File: src/design/key_debounce_press_classifier_top_defines.svh
// Assertion macros shared by the key debounce / press classifier RTL.
// Included by modules that carry concurrent checks; no other dependencies.
`ifndef KEY_DEBOUNCE_PRESS_CLASSIFIER_TOP_DEFINES_SVH
`define KEY_DEBOUNCE_PRESS_CLASSIFIER_TOP_DEFINES_SVH

// Same-cycle implication, disabled during reset
`define KDPC_ASSERT_NOW(lbl, clk, rst_n, ante, cons, msg) \
  lbl: assert property (@(posedge clk) disable iff (!rst_n) (ante) |-> (cons)) \
    else $error(msg);

// Next-cycle implication, disabled during reset
`define KDPC_ASSERT_NEXT(lbl, clk, rst_n, ante, cons, msg) \
  lbl: assert property (@(posedge clk) disable iff (!rst_n) (ante) |=> (cons)) \
    else $error(msg);

`endif

File: src/design/kdpc_pkg.sv
// Shared types and constants for the key debounce / press classifier.
// No dependencies; imported by the scan and register interfaces and all modules.
package kdpc_pkg;

  localparam int SAMPLES_PER_SCAN = 4;
  localparam int RAW_W            = 4;
  localparam int HIST_W           = 3;
  localparam int MS_W             = 16;
  localparam int CFG_IDX_W        = 2;

  localparam logic [MS_W-1:0] TIMER_MAX = '1;

  // pending press codes
  localparam logic [1:0] KIND_NONE  = 2'd0;
  localparam logic [1:0] KIND_SHORT = 2'd1;
  localparam logic [1:0] KIND_LONG  = 2'd2;

  // configuration register indexes
  localparam logic [CFG_IDX_W-1:0] REG_ACTIVE_LEVEL  = 2'd0;
  localparam logic [CFG_IDX_W-1:0] REG_LONG_PRESS    = 2'd1;
  localparam logic [CFG_IDX_W-1:0] REG_SCAN_INTERVAL = 2'd2;

  localparam logic [MS_W-1:0] LONG_PRESS_RST    = 16'd1000;
  localparam logic [MS_W-1:0] SCAN_INTERVAL_RST = 16'd10;

  typedef struct packed {
    logic [HIST_W-1:0] hist;
    logic              down;
  } deb_state_t;

endpackage

File: src/design/kdpc_debounce.sv
// Four-in-a-row debounce over one scan's samples, oldest sample first.
// Depends on kdpc_pkg.
module kdpc_debounce import kdpc_pkg::*; (
  input  logic [RAW_W-1:0] raw_samples,
  input  logic             active_level,
  input  deb_state_t       state_cur,
  output deb_state_t       state_nxt
);

  // samples past the field read as pin low
  logic [SAMPLES_PER_SCAN+RAW_W-1:0] raw_ext;
  assign raw_ext = {{SAMPLES_PER_SCAN{1'b0}}, raw_samples};

  always_comb begin
    logic [HIST_W:0] win;
    logic [HIST_W-1:0] hist;
    logic down;
    hist = state_cur.hist;
    down = state_cur.down;
    for (int i = 0; i < SAMPLES_PER_SCAN; i++) begin
      win = {hist, raw_ext[i] == active_level};
      if (&win) begin
        down = 1'b1;
      end else if (~|win) begin
        down = 1'b0;
      end
      hist = win[HIST_W-1:0];
    end
    state_nxt.hist = hist;
    state_nxt.down = down;
  end

endmodule

File: config.mk
export PLATFORM = sky130hd
export DESIGN_NAME = kdpc_debounce
export DESIGN_NICKNAME = d
export VERILOG_FILES = /design/src/design/key_debounce_press_classifier_top_defines.svh /design/src/design/kdpc_pkg.sv /design/src/design/kdpc_debounce.sv
export SDC_FILE = /design/constraint.sdc
export NUM_CORES = 1
export LEC_CHECK = 0
export BUFFER_PORTS_ARGS = -buffer_cell sky130_fd_sc_hd__buf_2
export CORE_AREA = 4 4 41 43
export DETAILED_ROUTE_END_ITERATION = 8
export DIE_AREA = 0 0 45 47
export PLACE_DENSITY_LB_ADDON = 0.05
export SETUP_SLACK_MARGIN = 0.5
export SYNTH_ARGS = -nofsm -noshare
export SYNTH_HDL_FRONTEND = slang
export SYNTH_SLANG_ARGS = --single-unit
File: constraint.sdc
create_clock -name vclk -period 2
set_input_delay 0.6 -clock vclk [all_inputs]
set_output_delay 0.6 -clock vclk [all_outputs]
set_load 0.05 [all_outputs]
==> results.py, run 1 <==
metrics = {
    "status": {
        "status": "complete, but fails checks",
        "violations": "negative setup slack",
    },
    "grt": {
        "grt_pass1_wl_um": 793,
        "grt_pass1_vias": 194,
        "grt_usage": 0.0497,
        "gr-total-overflow": 0,
        "antenna_found_initial": 0,
        "grt_max_degree": 8,
    },
    "sta": {
        "rsz0062_at_grt": "true",
        "tns_ns": -0.186,
        "maxSlewHeadroom": 0.801,
        "period_share": 1.09,
        "setup_slack_ns": -0.186,
        "period_needed_ns": 2.19,
        "setup_viol": 1,
        "maxSlewViolCount": 0,
        "tightest_slew_ns": 0.297,
        "max_freq_mhz": 458,
        "hold_viol_final": 0,
    },
    "floorplan": {
        "die_area_um2": 2120,
        "ios": 13,
        "coreArea_um2": 1300,
        "start_util": 0.112,
        "die_w_um": 45,
        "die_y_um": 47,
        "std_cell_rows": 13,
    },
    "final_layout": {
        "seqCellArea_um2": 0,
        "nClkBuffers": 0,
        "n_fill_cell": 136,
        "fin_nets": 53,
        "drive_gt1_frac": 0.690,
        "layout_commonest_cell": "buf_6",
        "final_core_util": 0.349,
        "layout.cells.most_common_list": "buf_6, buf_2, xnor2_4, nand2_1",
        "area_growth_pct": 210,
        "final_cells": 57,
        "antenna_cells": 0,
        "nFlopsAndLatches": 0,
    },
    "routing": {
        "detail_route.wl_per_cell_um": 9.91,
        "num_vias": 243,
        "detail-route-antenna-nets": 0,
        "drt_wl_total_um": 565,
        "drtPass1Iterations": 2,
        "viasPerCell": 4.26,
        "drt_iter0_markers": 2,
        "remaining_drc_errors": 0,
    },
    "placed_design": {
        "port_buffers": 13,
        "place_ws_ns": -0.354,
        "post-place-cells": 57,
        "place_congestion": 0.687,
        "dp_hpwl_um": 472,
    },
    "yosys": {
        "synth_top_area_share": 0.179,
        "ys_types": 16,
        "synthesis.nets": 33,
        "syn_avg_cell_area_um2": 6.10,
        "syn_area_um2": 146,
        "synth.area.top_cells": "xnor2_1, a31oi_1, buf_6, nand2_1, a21oi_1",
        "yosysTopAreaCell": "xnor2_1",
        "yosys_warnings": 0,
        "ys_seq_area_frac": 0,
        "synth_cells": 24,
    },
    "power_and_ir_drop": {
        "p_per_area_nw_per_um2": 319,
        "p_leak_nw": 0.187,
        "ir_drop_v": 0.000127,
        "p_total_uw": 145,
    },
    "min_path": {
        "min_path_cells": 3,
        "hold_class": "input port to primary output",
    },
    "critical_path": {
        "critPathLaunchType": "input port",
        "crit_type": "input port to primary output",
        "arrival_ns": 1.59,
        "path_max_fanout": 2,
        "required_ns": 1.40,
        "cp-end-kind": "primary output",
    },
    "job": {
        "maxCapViolCount": 0,
    },
    "clock_network": {
        "ctsHoldBuffers": 0,
        "post_cts_buffers": 0,
    },
}
cell usage after synthesis:
library cell	instances
buf_6	1
or2_2	1
o211ai_1	1
xnor2_1	3
a31oi_1	2
nor2b_1	1
o22ai_1	1
nand2_1	3
o31ai_1	1
clkbuf_1	1
o21a_1	1
a21oi_1	2
or3_1	1
o21ai_0	2
nand3_1	2
inv_1	1
worst max-delay path, cell delays in order:
cell,delay [ns]
buf_8,0.10
or3_4,0.39
nand3_4,0.08
a31oi_4,0.09
a31oi_4,0.16
buf_6,0.17
report_power, final:
group	total, mW	switching (mW)	leakage, nW	internal (mW)
logic	0.145	0.0737	0.187	0.0713
clock network	0	0	0	0
registers	0	0	0	0
path summary, 6_finish.rpt:
path	startpoint	endpoint	slack [ns]
max	raw_samples[2]	state_nxt[0]	-0.19
min	active_level	state_nxt[1]	1.53
through the flow:
stage / hold slack (ns) / instance area (µm²)
after floorplan: 1.32 / 254
after global placement: 1.60 / 345
after detailed placement: 1.60 / 345
after CTS: 1.53 / 443
after global routing: 1.55 / 454
final: 1.53 / 454
what timing repair did:
item                       CTS  global route
pin swaps                    4             2
hold endpoints to repair     0             0
cloned                       0             0
setup endpoints to repair    4             4
gates resized for setup     24             3
layer usage:
metal  up-vias  global-route usage  part of all wire
met3         0             0.00383             0.074
met2         6               0.116              0.56
met5         -                   0                 0
met1       111              0.0476              0.36
li1        126                   -                 -
met4         0                   0                 0
logic make-up after synthesis:
| family | count (synthesis) | synth area share |
|---|---|---|
| AO/OA/AOI/OAI | 10 | 0.419 |
| buffers and inverters | 3 | 0.128 |
| XOR/XNOR | 3 | 0.180 |
| AND/OR/NAND/NOR | 8 | 0.274 |
area by class of cell:
cell class,count,area (µm²),area share
multi-input cells,21,239,0.526
repair buffers,20,193,0.424
inverters,1,3.75,0.00826
well taps,15,18.8,0.0413
Power figures use the tool's default switching activity.
==> run 2: changes to the inputs <==
Settings changed: SKIP_LAST_GASP set to 1.
==> results.py, run 2 (synthesis gave the netlist of run 1 again) <==
metrics = {
    "critical_path": {
        "arrival_ns": 1.58,
        "path_max_fanout": 2,
        "crit_type": "input port to primary output",
        "critPathLaunchType": "input port",
        "required_ns": 1.40,
        "cp-end-kind": "primary output",
    },
    "final_layout": {
        "final_cells": 57,
        "fin_nets": 53,
        "n_fill_cell": 136,
        "finalInstanceArea_um2": 450,
        "nFlopsAndLatches": 0,
        "drive_gt1_frac": 0.690,
        "antenna_cells": 0,
        "nClkBuffers": 0,
        "seqCellArea_um2": 0,
        "layout.cells.most_common_list": "buf_6, buf_2, xnor2_4, nand2_1",
        "layout_commonest_cell": "buf_6",
        "area_growth_pct": 208,
    },
    "min_path": {
        "hold_class": "input port to primary output",
    },
    "placed_design": {
        "port_buffers": 13,
        "place_area_um2": 345,
        "place_congestion": 0.687,
        "place_ws_ns": -0.354,
        "post-place-cells": 57,
        "dp_hpwl_um": 472,
    },
    "power_and_ir_drop": {
        "p_switching_uw": 73.7,
        "p_int_uw": 70.5,
        "combPwrFrac": 1.000,
        "ir_drop_v": 0.000131,
        "seq_power_share": 0,
        "p_per_area_nw_per_um2": 320,
        "p_leak_nw": 0.186,
        "switching_share": 0.511,
        "clkPwrFrac": 0,
    },
    "floorplan": {
        "start_util": 0.112,
        "die_y_um": 47,
        "std_cell_rows": 13,
        "coreArea_um2": 1300,
        "die_area_um2": 2120,
        "die_w_um": 45,
        "ios": 13,
    },
    "sta": {
        "rsz0062_at_grt": "true",
        "setup_viol": 1,
        "maxSlewViolCount": 0,
        "period_share": 1.09,
        "tightest_slew_ns": 0.298,
        "maxSlewHeadroom": 0.800,
        "setup_slack_ns": -0.184,
        "max_freq_mhz": 458,
        "period_needed_ns": 2.18,
        "hold_viol_final": 0,
        "hold_slack_ns": 1.53,
    },
    "status": {
        "violations": "negative setup slack",
        "status": "complete, but fails checks",
    },
    "routing": {
        "drt_iter0_markers": 2,
        "remaining_drc_errors": 0,
        "drtPass1Iterations": 2,
        "drt_wl_total_um": 560,
        "num_vias": 238,
        "detail_route.wl_per_cell_um": 9.82,
        "viasPerCell": 4.18,
        "detail-route-antenna-nets": 0,
    },
    "job": {
        "maxCapViolCount": 0,
    },
    "grt": {
        "grt_pass1_wl_um": 793,
        "antenna_found_initial": 0,
        "gr-total-overflow": 0,
        "grt_max_degree": 8,
        "grt_usage": 0.0497,
        "grt_pass1_vias": 194,
    },
    "clock_network": {
        "ctsHoldBuffers": 0,
    },
}
## run 2: cell counts in the layout (fill, tap and decap cells not counted)
Identical to the previous run, type by type.
## run 2: final timing paths
check | slack (ns) | endpoint | from | depth (start not counted)
max | -0.18 | state_nxt[0] | raw_samples[2] | 6
min | 1.53 | state_nxt[1] | active_level | 3
## run 2: metrics by stage
step	utilization	power [mW]	TNS [ns]
2_1_floorplan	-	0.0838	-0.235
3_3_place_gp	0.265	0.113	-0.503
3_5_place_dp	0.265	0.113	-0.505
4_1_cts	0.340	0.143	-0.184
5_1_grt	0.346	0.150	-0.221
6_report	0.346	0.144	-0.184
## run 2: per-layer routing
layer  track usage  part of all wire
met5             0                 0
met4             0                 0
met3       0.00383             0.075
met2         0.116              0.57
met1        0.0476              0.36
## run 2: repair_timing
action,in CTS,in global routing
pin swaps,4,2
cloned,0,0
hold endpoints to repair,0,0
setup endpoints to repair,4,4
setup buffers,0,0
gates resized for setup,24,2
## run 2: final cells by class
| cell class | instances | area [µm²] | share of cell area |
|---|---|---|---|
| Multi-Input combinational cell | 21 | 239 | 0.531 |
| Timing Repair Buffer | 20 | 189 | 0.419 |
| Inverter | 1 | 3.75 | 0.00833 |
| Tap cell | 15 | 18.8 | 0.0417 |
## run 2: worst max-delay path, stage by stage
cell,delay [ns]
buf_6,0.10
or3_4,0.39
nand3_4,0.08
a31oi_4,0.09
a31oi_4,0.16
buf_6,0.17
## run 2: power groups by stage
stage	Clock, mW	Combinational (mW)	Sequential, mW
detailed placement	0	0.113	0
global placement	0	0.113	0
CTS	0	0.143	0
finish	0	0.144	0
global route	0	0.150	0
floorplan	0	0.0838	0
